===== src/sv/rnf_pkg.sv =====
package rnf_pkg;

   // unit length counters are cut to this many bits
   localparam int LEN_BITS = 20;
   localparam int MAXP_W   = 12;
   localparam int PLEN_W   = 13;
   localparam int SEQ_W    = 16;
   localparam int SUM_W    = ((LEN_BITS > MAXP_W) ? LEN_BITS : MAXP_W) + 1;

   // apb register file
   localparam int CSR_ADDR_W = 3;
   localparam int CSR_DATA_W = 32;
   localparam logic [MAXP_W-1:0] MAX_PAYLOAD_RESET = MAXP_W'(1400);
   localparam logic [SEQ_W-1:0]  INITIAL_SEQ_RESET = '0;

   typedef enum logic {
      REG_MAX_PAYLOAD = 1'b0,
      REG_INITIAL_SEQ = 1'b1
   } reg_index_type;

   // fu-a header fields
   localparam logic [7:0] FU_NRI_MASK = 8'hE0;
   localparam logic [7:0] FU_A_TYPE   = 8'd28;
   localparam logic [7:0] TYPE_MASK   = 8'h1F;
   localparam logic [7:0] FU_S_BIT    = 8'h80;
   localparam logic [7:0] FU_E_BIT    = 8'h40;

   // up to three output words per input word
   localparam int MAX_RUN = 3;
   typedef logic [1:0] run_count_type;
   typedef logic [1:0] run_index_type;

   typedef struct packed {
      logic [7:0]  nalu_byte;
      logic        nalu_first;
      logic [19:0] nalu_len;
      logic [31:0] rtp_time;
   } req_word_type;

   typedef struct packed {
      logic [7:0]        payload_byte;
      logic              packet_start;
      logic              packet_end;
      logic              marker_bit;
      logic [SEQ_W-1:0]  seq_num;
      logic [31:0]       packet_time;
      logic [PLEN_W-1:0] payload_length;
      logic              run_last;
   } rsp_word_type;

   typedef struct packed {
      rsp_word_type [MAX_RUN-1:0] words;
      run_count_type              count;
   } run_type;

   typedef struct packed {
      logic [MAXP_W-1:0] max_payload;
      logic              seq_load;
      logic [SEQ_W-1:0]  seq_value;
   } csr_ctrl_type;

endpackage


===== src/sv/rtp_nalu_fragmenter_core.sv =====
// an accepted word is held in the input register, then loaded into the rsp buffer
// throughput: one input word per cycle while rsp_ready is high and each yields
// one output word; a byte that opens a fragment yields three words and holds the
// input until its last word leaves through the single rsp register stage
// reset: synchronous, active high; empties the pipeline, clears the unit counters
// and flags, max_payload returns to 1400 and the sequence counter to 0
module rtp_nalu_fragmenter_core import rnf_pkg::*; (
   input  logic                  clock,
   input  logic                  reset,
   input  logic                  req_valid,
   output logic                  req_ready,
   input  req_word_type          req_data,
   output logic                  rsp_valid,
   input  logic                  rsp_ready,
   output rsp_word_type          rsp_data,
   input  logic                  psel,
   input  logic                  penable,
   input  logic                  pwrite,
   input  logic [CSR_ADDR_W-1:0] paddr,
   input  logic [CSR_DATA_W-1:0] pwdata,
   output logic [CSR_DATA_W-1:0] prdata,
   output logic                  pready
);

   csr_ctrl_type ctrl;
   run_type      run;
   logic         run_load;
   logic         take;

   // configuration registers
   rnf_csr u_csr (
      .clock   (clock),
      .reset   (reset),
      .psel    (psel),
      .penable (penable),
      .pwrite  (pwrite),
      .paddr   (paddr),
      .pwdata  (pwdata),
      .prdata  (prdata),
      .pready  (pready),
      .ctrl    (ctrl)
   );

   // input register and packetizing logic
   rnf_frag u_frag (
      .clock     (clock),
      .reset     (reset),
      .req_valid (req_valid),
      .req_ready (req_ready),
      .req_data  (req_data),
      .ctrl      (ctrl),
      .take      (take),
      .run_load  (run_load),
      .run       (run)
   );

   // output word buffer
   rnf_emit u_emit (
      .clock     (clock),
      .reset     (reset),
      .run_load  (run_load),
      .run       (run),
      .take      (take),
      .rsp_valid (rsp_valid),
      .rsp_ready (rsp_ready),
      .rsp_data  (rsp_data)
   );

endmodule


===== src/sv/rnf_csr.sv =====
module rnf_csr import rnf_pkg::*; (
   input  logic                  clock,
   input  logic                  reset,
   input  logic                  psel,
   input  logic                  penable,
   input  logic                  pwrite,
   input  logic [CSR_ADDR_W-1:0] paddr,
   input  logic [CSR_DATA_W-1:0] pwdata,
   output logic [CSR_DATA_W-1:0] prdata,
   output logic                  pready,
   output csr_ctrl_type          ctrl
);

   logic [MAXP_W-1:0] max_payload_ff, max_payload_in;
   logic [SEQ_W-1:0]  initial_seq_ff, initial_seq_in;
   reg_index_type     reg_sel;
   logic              wr_en;

   assign reg_sel = reg_index_type'(paddr[CSR_ADDR_W-1]);
   assign wr_en   = psel & penable & pwrite;
   assign pready  = 1'b1;

   // register write decode
   always_comb begin
      max_payload_in = max_payload_ff;
      initial_seq_in = initial_seq_ff;
      if (wr_en) begin
         case (reg_sel)
            REG_MAX_PAYLOAD: max_payload_in = pwdata[MAXP_W-1:0];
            REG_INITIAL_SEQ: initial_seq_in = pwdata[SEQ_W-1:0];
            default: ;
         endcase
      end
   end

   always_ff @(posedge clock) begin
      if (reset) begin
         max_payload_ff <= MAX_PAYLOAD_RESET;
         initial_seq_ff <= INITIAL_SEQ_RESET;
      end else begin
         max_payload_ff <= max_payload_in;
         initial_seq_ff <= initial_seq_in;
      end
   end

   // read mux
   always_comb begin
      case (reg_sel)
         REG_MAX_PAYLOAD: prdata = CSR_DATA_W'(max_payload_ff);
         REG_INITIAL_SEQ: prdata = CSR_DATA_W'(initial_seq_ff);
         default:         prdata = '0;
      endcase
   end

   // sequence counter load rides on the write strobe
   assign ctrl.max_payload = max_payload_ff;
   assign ctrl.seq_load    = wr_en && (reg_sel == REG_INITIAL_SEQ);
   assign ctrl.seq_value   = pwdata[SEQ_W-1:0];

endmodule


===== src/sv/rnf_frag.sv =====
module rnf_frag import rnf_pkg::*; (
   input  logic         clock,
   input  logic         reset,
   input  logic         req_valid,
   output logic         req_ready,
   input  req_word_type req_data,
   input  csr_ctrl_type ctrl,
   input  logic         take,
   output logic         run_load,
   output run_type      run
);

   // input register
   logic         in_valid_ff, in_valid_in;
   req_word_type in_word_ff;
   logic         advance;

   // unit state
   logic [7:0]          hdr_ff, hdr_in;
   logic [LEN_BITS-1:0] rem_ff, rem_in;
   logic                head_ff, head_in;
   logic                frag_ff, frag_in;
   logic [MAXP_W-1:0]   fill_ff, fill_in;
   logic                sbit_ff, sbit_in;
   logic [PLEN_W-1:0]   ulen_ff, ulen_in;
   logic [SEQ_W-1:0]    seq_ff, seq_in;
   logic [31:0]         time_ff, time_in;

   // working values
   logic [MAXP_W-1:0]   max_pl;
   logic [LEN_BITS-1:0] len_cut, len_eff;
   logic [7:0]          cur_hdr;
   logic [LEN_BITS-1:0] cur_rem;
   logic                cur_head, cur_frag, cur_sbit;
   logic [MAXP_W-1:0]   cur_fill;
   logic [PLEN_W-1:0]   cur_ulen;
   logic [31:0]         cur_time;
   logic                rem_zero, rem_one;
   logic [SUM_W-1:0]    frag_left, plen_sel;
   logic                is_last, fill_full, frag_end;
   logic [PLEN_W-1:0]   frag_plen;
   logic [PLEN_W-1:0]   fill_inc;
   logic [7:0]          fu_hdr;
   logic                single_word, frag_data;
   rsp_word_type        base_word;

   assign advance   = in_valid_ff && take;
   assign req_ready = !in_valid_ff || take;
   assign run_load  = advance;

   always_comb begin
      in_valid_in = in_valid_ff;
      if (req_valid && req_ready)
         in_valid_in = 1'b1;
      else if (advance)
         in_valid_in = 1'b0;
   end

   always_ff @(posedge clock) begin
      if (reset) begin
         in_valid_ff <= 1'b0;
      end else begin
         in_valid_ff <= in_valid_in;
      end
      if (req_valid && req_ready) begin
         in_word_ff <= req_data;
      end
   end

   // effective limits; a first byte reloads the unit state
   assign max_pl  = (ctrl.max_payload == '0) ? MAXP_W'(1) : ctrl.max_payload;
   assign len_cut = LEN_BITS'(in_word_ff.nalu_len);
   assign len_eff = (len_cut == '0) ? LEN_BITS'(1) : len_cut;

   always_comb begin
      if (in_word_ff.nalu_first) begin
         cur_hdr  = in_word_ff.nalu_byte;
         cur_rem  = len_eff;
         cur_head = 1'b1;
         cur_frag = SUM_W'(len_eff) > SUM_W'(max_pl);
         cur_fill = '0;
         cur_sbit = 1'b1;
         cur_ulen = PLEN_W'(len_eff);
         cur_time = in_word_ff.rtp_time;
      end else begin
         cur_hdr  = hdr_ff;
         cur_rem  = rem_ff;
         cur_head = head_ff;
         cur_frag = frag_ff;
         cur_fill = fill_ff;
         cur_sbit = sbit_ff;
         cur_ulen = ulen_ff;
         cur_time = time_ff;
      end
   end

   // fragment bookkeeping
   assign rem_zero  = (cur_rem == '0);
   assign rem_one   = (cur_rem == LEN_BITS'(1));
   assign frag_left = SUM_W'(cur_rem) + SUM_W'(cur_fill);
   assign is_last   = frag_left <= SUM_W'(max_pl);
   assign plen_sel  = is_last ? frag_left : SUM_W'(max_pl);
   assign frag_plen = PLEN_W'(plen_sel + SUM_W'(2));
   assign fill_inc  = PLEN_W'(cur_fill) + PLEN_W'(1);
   assign fill_full = fill_inc >= PLEN_W'(max_pl);
   assign frag_end  = rem_one || fill_full;

   assign single_word = !rem_zero && !cur_frag;
   assign frag_data   = !rem_zero && cur_frag && !cur_head;

   always_comb begin
      fu_hdr = cur_hdr & TYPE_MASK;
      if (cur_sbit)
         fu_hdr = fu_hdr | FU_S_BIT;
      if (is_last)
         fu_hdr = fu_hdr | FU_E_BIT;
   end

   // build the run of output words
   always_comb begin
      base_word.payload_byte   = in_word_ff.nalu_byte;
      base_word.packet_start   = 1'b0;
      base_word.packet_end     = frag_end;
      base_word.marker_bit     = is_last;
      base_word.seq_num        = seq_ff;
      base_word.packet_time    = cur_time;
      base_word.payload_length = frag_plen;
      base_word.run_last       = 1'b1;

      run.words = {MAX_RUN{base_word}};
      run.count = run_count_type'(0);
      if (single_word) begin
         run.count                     = run_count_type'(1);
         run.words[0].packet_start     = cur_head;
         run.words[0].packet_end       = rem_one;
         run.words[0].marker_bit       = 1'b1;
         run.words[0].payload_length   = cur_ulen;
      end else if (frag_data) begin
         if (cur_fill == '0) begin
            run.count                  = run_count_type'(MAX_RUN);
            run.words[0].payload_byte  = (cur_hdr & FU_NRI_MASK) | FU_A_TYPE;
            run.words[0].packet_start  = 1'b1;
            run.words[0].packet_end    = 1'b0;
            run.words[0].run_last      = 1'b0;
            run.words[1].payload_byte  = fu_hdr;
            run.words[1].packet_end    = 1'b0;
            run.words[1].run_last      = 1'b0;
         end else begin
            run.count = run_count_type'(1);
         end
      end
   end

   // next unit state
   always_comb begin
      hdr_in  = cur_hdr;
      rem_in  = rem_zero ? cur_rem : cur_rem - LEN_BITS'(1);
      head_in = rem_zero ? cur_head : 1'b0;
      frag_in = cur_frag;
      fill_in = cur_fill;
      sbit_in = cur_sbit;
      ulen_in = cur_ulen;
      time_in = cur_time;
      seq_in  = seq_ff;
      if (frag_data) begin
         fill_in = frag_end ? '0 : MAXP_W'(fill_inc);
         sbit_in = 1'b0;
      end
      if ((single_word && rem_one) || (frag_data && frag_end))
         seq_in = seq_ff + SEQ_W'(1);
   end

   always_ff @(posedge clock) begin
      if (reset) begin
         rem_ff  <= '0;
         head_ff <= 1'b0;
         frag_ff <= 1'b0;
         fill_ff <= '0;
         sbit_ff <= 1'b0;
         seq_ff  <= INITIAL_SEQ_RESET;
      end else if (ctrl.seq_load) begin
         seq_ff <= ctrl.seq_value;
      end else if (advance) begin
         rem_ff  <= rem_in;
         head_ff <= head_in;
         frag_ff <= frag_in;
         fill_ff <= fill_in;
         sbit_ff <= sbit_in;
         seq_ff  <= seq_in;
      end
      if (advance) begin
         hdr_ff  <= hdr_in;
         ulen_ff <= ulen_in;
         time_ff <= time_in;
      end
   end

endmodule


===== src/sv/rnf_emit.sv =====
module rnf_emit import rnf_pkg::*; (
   input  logic         clock,
   input  logic         reset,
   input  logic         run_load,
   input  run_type      run,
   output logic         take,
   output logic         rsp_valid,
   input  logic         rsp_ready,
   output rsp_word_type rsp_data
);

   rsp_word_type  words_ff [MAX_RUN];
   run_count_type count_ff, count_in;
   run_index_type pos_ff, pos_in;
   logic          pop;

   assign rsp_valid = (count_ff != run_count_type'(0));
   assign rsp_data  = words_ff[pos_ff];
   assign pop       = rsp_valid && rsp_ready;
   // room for a new run once the last buffered word leaves
   assign take      = (count_ff == run_count_type'(0)) ||
                      ((count_ff == run_count_type'(1)) && rsp_ready);

   always_comb begin
      count_in = count_ff;
      pos_in   = pos_ff;
      if (run_load) begin
         count_in = run.count;
         pos_in   = '0;
      end else if (pop) begin
         count_in = count_ff - run_count_type'(1);
         pos_in   = pos_ff + run_index_type'(1);
      end
   end

   always_ff @(posedge clock) begin
      if (reset) begin
         count_ff <= '0;
         pos_ff   <= '0;
      end else begin
         count_ff <= count_in;
         pos_ff   <= pos_in;
      end
      if (run_load) begin
         for (int i = 0; i < MAX_RUN; i++) begin
            words_ff[i] <= run.words[i];
         end
      end
   end

endmodule


===== config.mk =====
export PLATFORM = sky130hd
export DESIGN_NAME = rtp_nalu_fragmenter_core
export DESIGN_NICKNAME = d
export VERILOG_FILES = /design/src/sv/rnf_pkg.sv /design/src/sv/rtp_nalu_fragmenter_core.sv /design/src/sv/rnf_csr.sv /design/src/sv/rnf_frag.sv /design/src/sv/rnf_emit.sv
export SDC_FILE = /design/constraint.sdc
export NUM_CORES = 1
export LEC_CHECK = 0
export ABC_AREA = 1
export BUFFER_PORTS_ARGS = -buffer_cell sky130_fd_sc_hd__buf_2
export CORE_MARGIN = 10
export CORE_UTILIZATION = 40
export CTS_CLUSTER_SIZE = 10
export DETAILED_ROUTE_END_ITERATION = 16
export HOLD_SLACK_MARGIN = 0.15
export PLACE_DENSITY = 0.58
export REMOVE_ABC_BUFFERS = 1
export SLEW_MARGIN = 25
export SYNTH_ARGS = -nofsm -noshare
export SYNTH_HDL_FRONTEND = slang
export SYNTH_SLANG_ARGS = --single-unit

===== constraint.sdc =====
create_clock -name clock -period 10 [get_ports clock]
set_input_delay 2 -clock clock [delete_from_list [all_inputs] [get_ports clock]]
set_output_delay 2 -clock clock [all_outputs]
set_load 0.1 [all_outputs]

# --- After elaboration in Yosys (flattened, before gate mapping) ---
# Memories as Yosys holds them, arrays and structs flattened. A register that Yosys moved wholly into a read port is not among the register bits.
# Index checks and enable logic that the tools add are counted.
word_totals:
  regBits: 198
  latch_bits: 0
  ram_bits: 219
  romBits: 0
  in_bits: 103
  out_inout_bits: 108
  elab_cells: 115
  mem_count: 1
mem_list:
  columns: ["memory", "depth", "width", "read_ports", "rd_clocked_by_memory_dff", "write_ports", "line_no", "source"]
  rows:
  - ["u_emit.words_ff", 3, 73, 1, 1, 3, "rnf_emit.sv:12", "rsp_word_type words_ff [MAX_RUN];"]
op_classes:
  addsub: 7
  multipliers: 0
  div_mod_pow: 0
  n_lt_le_gt_ge: 3
  n_eq_ne: 2
  shift: 0
  mux: 47
  bitwise_logic: 4
  n_reduce_logical: 33
ops:
  columns: ["op", "count"]
  rows:
  - ["case mux 32 bit (2 select lines)", 1]
  - ["two-way mux 20 bit", 3]
  - ["two-way mux 12 bit", 4]
  - ["two-way mux 16 bit", 3]
  - ["zero test 20 bit", 2]
  - ["two-way mux 8 bit", 5]
  - ["two-way mux 13 bit", 3]
  - ["two-way mux 32 bit", 1]
  - ["zero test 12 bit", 2]
  - ["two-way mux 11 bit", 2]
  - ["adder 20 x 12 -> 21 bit", 1]
  - ["less-or-equal comparator 21 x 12 -> 1 bit", 1]
  - ["== test 20 x 1 -> 1 bit, second input constant", 1]
  - ["> comparator 20 x 12 -> 1 bit", 1]
  - ["subtractor 20 x 1 -> 20 bit, second input constant", 1]
  - ["adder 16 x 1 -> 16 bit, second input constant", 1]
  - ["two-way mux 1 bit", 15]
  - ["two-way mux 2 bit", 7]
  - ["adder 12 x 1 -> 13 bit, second input constant", 1]
  - ["adder 13 x 2 -> 13 bit, second input constant", 1]
  - ["greater-or-equal comparator 13 x 12 -> 1 bit", 1]
  - ["logical AND 1 bit", 10]
  - ["nonzero test 2 bit", 5]
  - ["two-way mux 9 bit", 1]
  - ["other kinds (12)", 23]

# --- Depth between registers and ports, before layout ---
# Gate-level depths: netlist of the first run.
logic_depth:
  word_depth: 12
  mapped_depth: 38
  ltp_nobuf: 38

# --- Modules after synthesis ---
# Synthesis of the first run repeated with hierarchy kept, for this count alone.
unflattened:
  cells_unflattened: 2299
  hier_area_um2: 21439.3
by_module_without_submodules:
  columns: ["mod", "instances", "cells_per_inst", "area_per_inst_um2", "seq_area_each_um2"]
  rows:
  - ["rnf_frag", 1, 1466, 11412.2, 4464.3]
  - ["rnf_emit", 1, 583, 8379.3, 6696.4]
  - ["rnf_csr", 1, 250, 1647.8, 560.5]

# --- Worst setup path after synthesis of the first run ---
# No wires, ideal clock.
synth_path:
  kind: "input to register"
  startpoint: "input port rsp_ready"
  endpoint: "memory u_emit.words_ff[0][45] (netlist bit), enable pin"
  setup_time_ps: 421
  arrival_time_ps: 8369
  required_ps: 9579
  slack_ps: 1210
  cell_stages: 4
  path_buffers: 0
  cell_sequence: "a21oi_1 nor2_1 inv_1 nor2_1"
synth_lines:
  columns: ["element", "line_no", "source"]
  rows:
  - ["start, declared", "rtp_nalu_fragmenter_core.sv:14", "input logic rsp_ready,"]
  - ["end, declared", "rnf_emit.sv:12", null]

==> results.json, run 1 <==
{
  "finalPower_mw": 3.76,
  "detail_route.drc_violations": 0,
  "delay_of_the_slowest_critical_path_stage_ps": 460,
  "synth-async-reset-ratio_pct": 0,
  "cells_after_synthesis": 1601,
  "rr_startpoint": "u_frag.in_word_ff[52]",
  "synth_top_cells_by_count": "409 x sky130_fd_sc_hd__nand2_1, 188 x sky130_fd_sc_hd__edfxtp_1, 161 x sky130_fd_sc_hd__inv_1",
  "outcome": "complete, no violations",
  "wl_mm": 37.6,
  "cts_setup_buffers": 0,
  "initial_antenna_violation_count": 0,
  "cts_buffers": 34,
  "syn-mean-instance-area_um2": 8.87,
  "m1WireLength_mm": 17.0,
  "synth_area_leaders": "sky130_fd_sc_hd__edfxtp_1 40%, sky130_fd_sc_hd__dfxtp_1 12%, sky130_fd_sc_hd__nand2_1 11%",
  "seq_area_frac_synth_pct": 51.9,
  "place.gp.congestion": 0.899,
  "number_of_max_capacitance_violations_reported": 0,
  "synth.largest_area_cell": "sky130_fd_sc_hd__edfxtp_1",
  "highest_delay_cell_along_the_critical_path": "sky130_fd_sc_hd__o21ai_1",
  "clock_tree_sinks": 274,
  "cts.hold.buffers_added": 0,
  "synth-edff-count": 188,
  "ys.warnings.count": 0,
  "power-per-cell-area_nw_per_um2": 233,
  "grt_overflow_total": 0,
  "initial_core_util_pct": 40.8,
  "timing.final.max_slew_violations": 0,
  "peakVddDrop_uv": 199,
  "drive_above_1_share_pct": 16.2,
  "met2RoutedLength_mm": 17.8,
  "start_kind": "register",
  "hold_start": "u_frag.in_word_ff[25]",
  "die_area_um2": 43500,
  "routed.top_layer": "met4",
  "finalNetCount": 1874,
  "ant_nets": 0,
  "grt_setup_unrepaired": "no",
  "dr_wl_met3_mm": 2.15,
  "grt_pass1_vias": 10400,
  "grt_first_pass_wirelength_mm": 57.9,
  "viasPerCell": 4.95,
  "critical_path.startpoint": "u_frag.in_word_ff[52]",
  "place.port_buffers": 175,
  "root_buffer_cell": "sky130_fd_sc_hd__clkbuf_16",
  "grt_start_max_net_pins": 62,
  "coreArea_um2": 34800,
  "max-slew-margin-rel_pct": 30.7,
  "period_share_pct": 65.6,
  "boundaryPins": 211,
  "cts_resized": 0,
  "critical_path_class": "register to register",
  "cts_tree": "yes",
  "fp.dieH_um": 208,
  "postSynthRegisterBits": 274,
  "route.detailed.wl_per_inst_um": 17.1,
  "cp_common_cell": "sky130_fd_sc_hd__nand2_1",
  "post-route-min-period_ps": 6560,
  "post_synth_num_cell_types": 48,
  "place.detailed.hpwl_mm": 27.3,
  "arrival_ps": 6830,
  "drtIter0Drc": 772,
  "netlist.area_leader.share_pct": 39.7,
  "cp_required_ps": 10280,
  "clock-skew-final_ps": 14.4,
  "drt-pass1-iter-count": 6,
  "most_frequently_used_cell_type_in_the_post_synthesis_netlist": "sky130_fd_sc_hd__nand2_1",
  "most_frequently_used_flop_master_after_synthesis": "sky130_fd_sc_hd__edfxtp_1",
  "timing.hold.worst.class": "register to register",
  "timing_hold_violations_final": 0,
  "core.rowCount": 68,
  "worst_setup_path_end_kind": "register",
  "worst-path-max-fanout": 52,
  "cts-root-to-sink-buffers": 3,
  "tightestPinTransition_ps": 1030,
  "p_leak_nw": 7.03,
  "fin_tns_setup_ps": 0,
  "clock_latency_ps": 540,
  "htree_levels": 2,
  "fmaxAchievable_mhz": 152,
  "setup_viol": 0,
  "antenna_cells": 0,
  "grtUsageTotal_pct": 16.5,
  "area_growth_pct": 13.5,
  "dr_total_vias": 10900,
  "cts.reportedPaths.clkPinSlew_ps": 50,
  "die_w_um": 208,
  "synth.cell_area_um2": 14200
}
per-layer routing:
metal  vias up  track usage (%)
met5         -                0
met4         0             3.99
met3        45             3.68
met2       244             27.2
met1      5082             21.5
li1       5490                -
cell usage in the layout (no fill, tap or decap), types with 36 or more instances in the layout:
| cell type | netlist | routed |
|---|---|---|
| sky130_fd_sc_hd__a21oi_1 | 122 | 122 |
| sky130_fd_sc_hd__buf_2 | 6 | 175 |
| sky130_fd_sc_hd__clkbuf_16 | 0 | 36 |
| sky130_fd_sc_hd__dfxtp_1 | 86 | 86 |
| sky130_fd_sc_hd__edfxtp_1 | 188 | 188 |
| sky130_fd_sc_hd__ha_1 | 57 | 57 |
| sky130_fd_sc_hd__inv_1 | 161 | 158 |
| sky130_fd_sc_hd__nand2_1 | 409 | 409 |
| sky130_fd_sc_hd__nand3_1 | 63 | 63 |
| sky130_fd_sc_hd__nor2_1 | 118 | 115 |
| sky130_fd_sc_hd__o21ai_0 | 82 | 82 |
| sky130_fd_sc_hd__xor2_1 | 37 | 37 |
layout make-up:
| cell class | instances | area [µm²] |
|---|---|---|
| clock inverters | 5 | 71.3 |
| repair buffers | 184 | 963 |
| well taps | 455 | 569 |
| fillers | 3329 | 18700 |
| multi-input cells | 1052 | 5540 |
| inverters | 167 | 627 |
| clock buffers | 57 | 980 |
| flip-flops and latches | 274 | 7370 |
logic make-up after synthesis:
logic type / Yosys count / synth area share [%]
AND/OR/NAND/NOR: 671 / 19.9
multiplexers: 14 / 1.11
other: 2 / 0.0529
buffers and inverters: 290 / 9.64
XOR/XNOR: 45 / 2.77
flip-flops: 274 / 51.9
AO/OA/AOI/OAI: 247 / 9.54
adder cells (fa/ha/maj): 58 / 5.16
path summary, 6_finish.rpt:
| check | endpoint | slack (ps) | cells past startpoint |
|---|---|---|---|
| worst max-delay path | u_emit.words_ff[0][4] | 3440 | 34 |
| worst max register to register | u_emit.words_ff[0][4] | 3440 | 34 |
| worst min register to register | u_frag.time_ff[25] | 410 | 0 |
| worst min-delay path | u_frag.time_ff[25] | 410 | 0 |
state kept, by name, summed over array words and instances, names as in the netlist, named ones only:
signal,cells
u_emit.words_ff,75
u_frag.in_word_ff,33
u_frag.time_ff,31
u_frag.len_cut,20
u_frag.rem_ff,20
u_csr.initial_seq_ff,16
u_frag.seq_ff,16
u_frag.ulen_ff,13
u_csr.max_payload_ff,12
u_frag.fill_ff,12
u_frag.hdr_ff,8
u_frag.run,8
u_emit.count_ff,2
u_emit.pos_ff,2
u_frag.frag_ff,1
u_frag.head_ff,1
u_frag.in_valid_ff,1
u_frag.sbit_ff,1
metrics by stage:
step	cells	hold slack, ps	area (µm²)	util (%)	setup WS, ps
5_1_grt	2194	418	16100	46.3	2860
3_5_place_dp	2132	405	15100	43.3	3520
2_1_floorplan	1493	400	13500	-	751
6_report	2194	412	16100	46.3	3440
4_1_cts	2194	416	16100	46.3	3500
3_3_place_gp	2131	400	15000	43.2	3570
power by group:
group          switching (mW)  internal [mW]
sequential             0.0496           1.39
clock                   0.472          0.696
combinational           0.917          0.236
total                    1.44           2.32
worst max-delay path: cells and delay by family (launching register included):
kind / cells / cell delay (ps)
xor+xnor: 1 / 390
fa+ha+maj: 4 / 1340
simple gates: 18 / 1720
compound gates: 5 / 1280
flops: 1 / 320
buf+inv: 6 / 1170
(Power assumes the default switching activity.)
==> inputs of run 2 (changes only) <==
--- a/config.mk
+++ b/config.mk
@@ -5,7 +5,7 @@
 export SDC_FILE = /design/constraint.sdc
 export NUM_CORES = 1
 export LEC_CHECK = 0
-export ABC_AREA = 1
+export ABC_AREA = 0
 export BUFFER_PORTS_ARGS = -buffer_cell sky130_fd_sc_hd__buf_2
 export CORE_MARGIN = 10
 export CORE_UTILIZATION = 40
==> constraint.sdc (replaced) <==
create_clock -name clock -period 6.35 [get_ports clock]
set_input_delay 1.27 -clock clock [delete_from_list [all_inputs] [get_ports clock]]
set_output_delay 1.27 -clock clock [all_outputs]
set_load 0.1 [all_outputs]
==> run 2 against run 1 <==
Core utilization up 0.72 points. Critical path depth down 2. Area after synthesis down 1.8%. Sequential share of layout area down 0.26 points. Total power up 30%. Wire length down 3.6%. First-iteration DRC count down 16%. Clock skew down 2.5 ps. Critical path type unchanged. Largest cell class unchanged.
==> results.json, run 2 <==
{
  "synth_area_leaders": "sky130_fd_sc_hd__edfxtp_1 40%, sky130_fd_sc_hd__dfxtp_1 12%, sky130_fd_sc_hd__ha_1 5.1%",
  "internal-power_mw": 3.30,
  "antenna_cells": 0,
  "cp_required_ps": 6670,
  "detail_route.drc_violations": 0,
  "wl_mm": 36.2,
  "dr_total_vias": 9713,
  "drt-pass1-iter-count": 5,
  "layoutNonFillerInstCount": 1919,
  "switching_share_pct": 32.9,
  "highest_delay_cell_along_the_critical_path": "sky130_fd_sc_hd__or4b_4",
  "setup_viol": 0,
  "worst_setup_path_end_kind": "register",
  "htree_levels": 1,
  "fin_ws_ps": 302,
  "fin_worst_hold_slack_ps": 415,
  "drtIter0Drc": 649,
  "cts.hold.buffers_added": 0,
  "timing.hold.worst.class": "register to register",
  "boundaryPins": 211,
  "clock_tree_sinks": 274,
  "drive_above_1_share_pct": 25.9,
  "met1_usage_pct": 22.4,
  "seqPwrFrac_pct": 43.6,
  "total_switching_power_mw": 1.61,
  "ant_nets": 0,
  "initial_core_util_pct": 40.5,
  "post_synth_num_cell_types": 81,
  "critical_path_class": "register to register",
  "die_w_um": 207,
  "synth_top_cells_by_count": "188 x sky130_fd_sc_hd__edfxtp_1, 132 x sky130_fd_sc_hd__nand2_1, 95 x sky130_fd_sc_hd__nor2_1",
  "grt_overflow_total": 0,
  "number_of_max_capacitance_violations_reported": 0,
  "cts.reportedPaths.clkPinSlew_ps": 60,
  "coreArea_um2": 34500,
  "clock_latency_ps": 570,
  "area_growth_pct": 16.2,
  "most_frequently_used_cell_type_in_the_post_synthesis_netlist": "sky130_fd_sc_hd__edfxtp_1",
  "grt_first_pass_wirelength_mm": 55.0,
  "power-per-cell-area_nw_per_um2": 303,
  "grtUsageMet2_pct": 26.6,
  "postSynthRegisterBits": 274,
  "grt_most_used_layer": "met2",
  "worst-path-max-fanout": 5,
  "fmaxAchievable_mhz": 165,
  "timing.final.max_slew_violations": 0,
  "place.detailed.instances": 1855,
  "timing_hold_violations_final": 0,
  "outcome": "complete, no violations",
  "comb_power_share_pct": 23.6,
  "synth-async-reset-ratio_pct": 0,
  "synth.cell_area_um2": 13900,
  "postLayoutCoreUtil_pct": 47.0,
  "grt_start_max_net_pins": 62,
  "delay_of_the_slowest_critical_path_stage_ps": 480,
  "start_kind": "register",
  "core.rowCount": 68,
  "peakVddDrop_uv": 254,
  "netlist.area_leader.share_pct": 40.5,
  "fp.dieH_um": 207,
  "grt_pass1_vias": 9414,
  "arrival_ps": 6360,
  "place.gp.congestion": 0.910,
  "viasPerCell": 5.06,
  "grt.met3_usage_pct": 2.81,
  "period_share_pct": 95.2,
  "syn-mean-instance-area_um2": 11.0,
  "place.port_buffers": 175,
  "post-route-min-period_ps": 6050,
  "p_leak_nw": 6.40,
  "place.detailed.hpwl_mm": 27.0,
  "largest_register_ffs": 75,
  "most_frequently_used_flop_master_after_synthesis": "sky130_fd_sc_hd__edfxtp_1",
  "synth-edff-count": 188,
  "initial_antenna_violation_count": 0,
  "cts_buffers": 31,
  "tightestPinTransition_ps": 933,
  "layout_common_cells": "188 x sky130_fd_sc_hd__edfxtp_1, 175 x sky130_fd_sc_hd__buf_2, 132 x sky130_fd_sc_hd__nand2_1",
  "clock-skew-final_ps": 11.9,
  "cts-root-to-sink-buffers": 3,
  "cts_tree": "yes",
  "synth.largest_area_cell": "sky130_fd_sc_hd__edfxtp_1",
  "route.detailed.wl_per_inst_um": 18.9,
  "cells_after_synthesis": 1270,
  "die_area_um2": 42700,
  "leading_registers_by_flop_count": "u_emit.words_ff x75, u_frag.in_word_ff x33, u_frag.time_ff x31",
  "root_buffer_cell": "sky130_fd_sc_hd__clkbuf_16",
  "fin_tns_setup_ps": 0,
  "max-slew-margin-rel_pct": 37.8,
  "ys.warnings.count": 0,
  "registers.top_by_ff_count": "u_emit.words_ff",
  "place_worst_setup_slack_ps": -147,
  "finalNetCount": 1600,
  "grtUsageTotal_pct": 16.4,
  "seq_area_frac_synth_pct": 52.8,
  "mostFrequentLayoutCell": "sky130_fd_sc_hd__edfxtp_1",
  "pwr-share-clk_pct": 32.8
}
[run 2: cell count changes after synthesis, moves of 13 or more]
cell / change
sky130_fd_sc_hd__a211oi_1: +21
sky130_fd_sc_hd__a21o_1: +13
sky130_fd_sc_hd__a21oi_1: -51
sky130_fd_sc_hd__inv_1: -118
sky130_fd_sc_hd__mux2_2: +30
sky130_fd_sc_hd__mux2i_1: +34
sky130_fd_sc_hd__nand2_1: -277
sky130_fd_sc_hd__nand3_1: -33
sky130_fd_sc_hd__nor2_1: -23
sky130_fd_sc_hd__o21ai_0: -25
sky130_fd_sc_hd__xnor2_1: +26
[run 2: cell type report]
class / count / area (µm²)
clock buffer: 57 / 883
clock inverter: 1 / 20.0
fill: 3211 / 18200
inverter: 46 / 173
multi-input combinational: 840 / 5780
sequential: 274 / 7370
tap: 455 / 569
timing repair buffer: 246 / 1420
[run 2: per-stage QoR]
stage | power (mW) | area, µm²
floorplan | 3.04 | 13200
global placement | 3.32 | 15200
detailed placement | 3.33 | 15200
CTS | 4.95 | 16100
global route | 5.11 | 16200
finish | 4.91 | 16200
[run 2: worst paths after layout]
path | start | endpoint | slack (ps) | depth (start not counted)
setup reg to reg | u_frag.len_cut[4] | u_emit.words_ff[0][12] | 300 | 32
setup / recovery | u_frag.len_cut[4] | u_emit.words_ff[0][12] | 300 | 32
hold reg to reg | u_frag.in_word_ff[13] | u_frag.time_ff[13] | 420 | 0
hold / removal | u_frag.in_word_ff[13] | u_frag.time_ff[13] | 420 | 0
[run 2: cells by family after synthesis]
family | after synthesis | share of synthesized area (%)
AOI/OAI and AO/OA | 229 | 10.6
DFF | 274 | 52.8
other | 2 | 0.0539
buffers and inverters | 171 | 6.86
muxes | 85 | 6.75
and+or+nand+nor | 385 | 13.5
xor gates and xnor gates | 66 | 4.15
adders and majority gates | 58 | 5.26
[run 2: metal layers]
layer / vias up / share of wire [%]
li1: 4830 / -
met1: 4633 / 45
met2: 208 / 47
met3: 42 / 5.7
met4: 0 / 1.6
met5: - / 0
[run 2: repair_timing]
action | 4_1_cts | 5_1_grt
pin swaps | 0 | 18
resized for setup | 2 | 21
setup endpoints to repair | 4 | 9
buffers inserted | 0 | 6
endpoints found under the hold margin | 0 | 0
[run 2: critical path: cells and delay by family, from the launching register on]
kind	cells	cell delay, ps
simple gates	9	1660
xor+xnor	2	290
buf+inv	5	590
compound gates	9	1430
fa+ha+maj	4	820
mux	3	580
flops	1	410
[run 2: power groups by stage]
stage	clock network (mW)	registers, mW	logic (mW)
floorplan	0	2.34	0.704
global placement	0	2.17	1.14
detailed placement	0	2.18	1.15
CTS	1.65	2.14	1.16
global route	1.73	2.15	1.23
finish	1.61	2.14	1.16
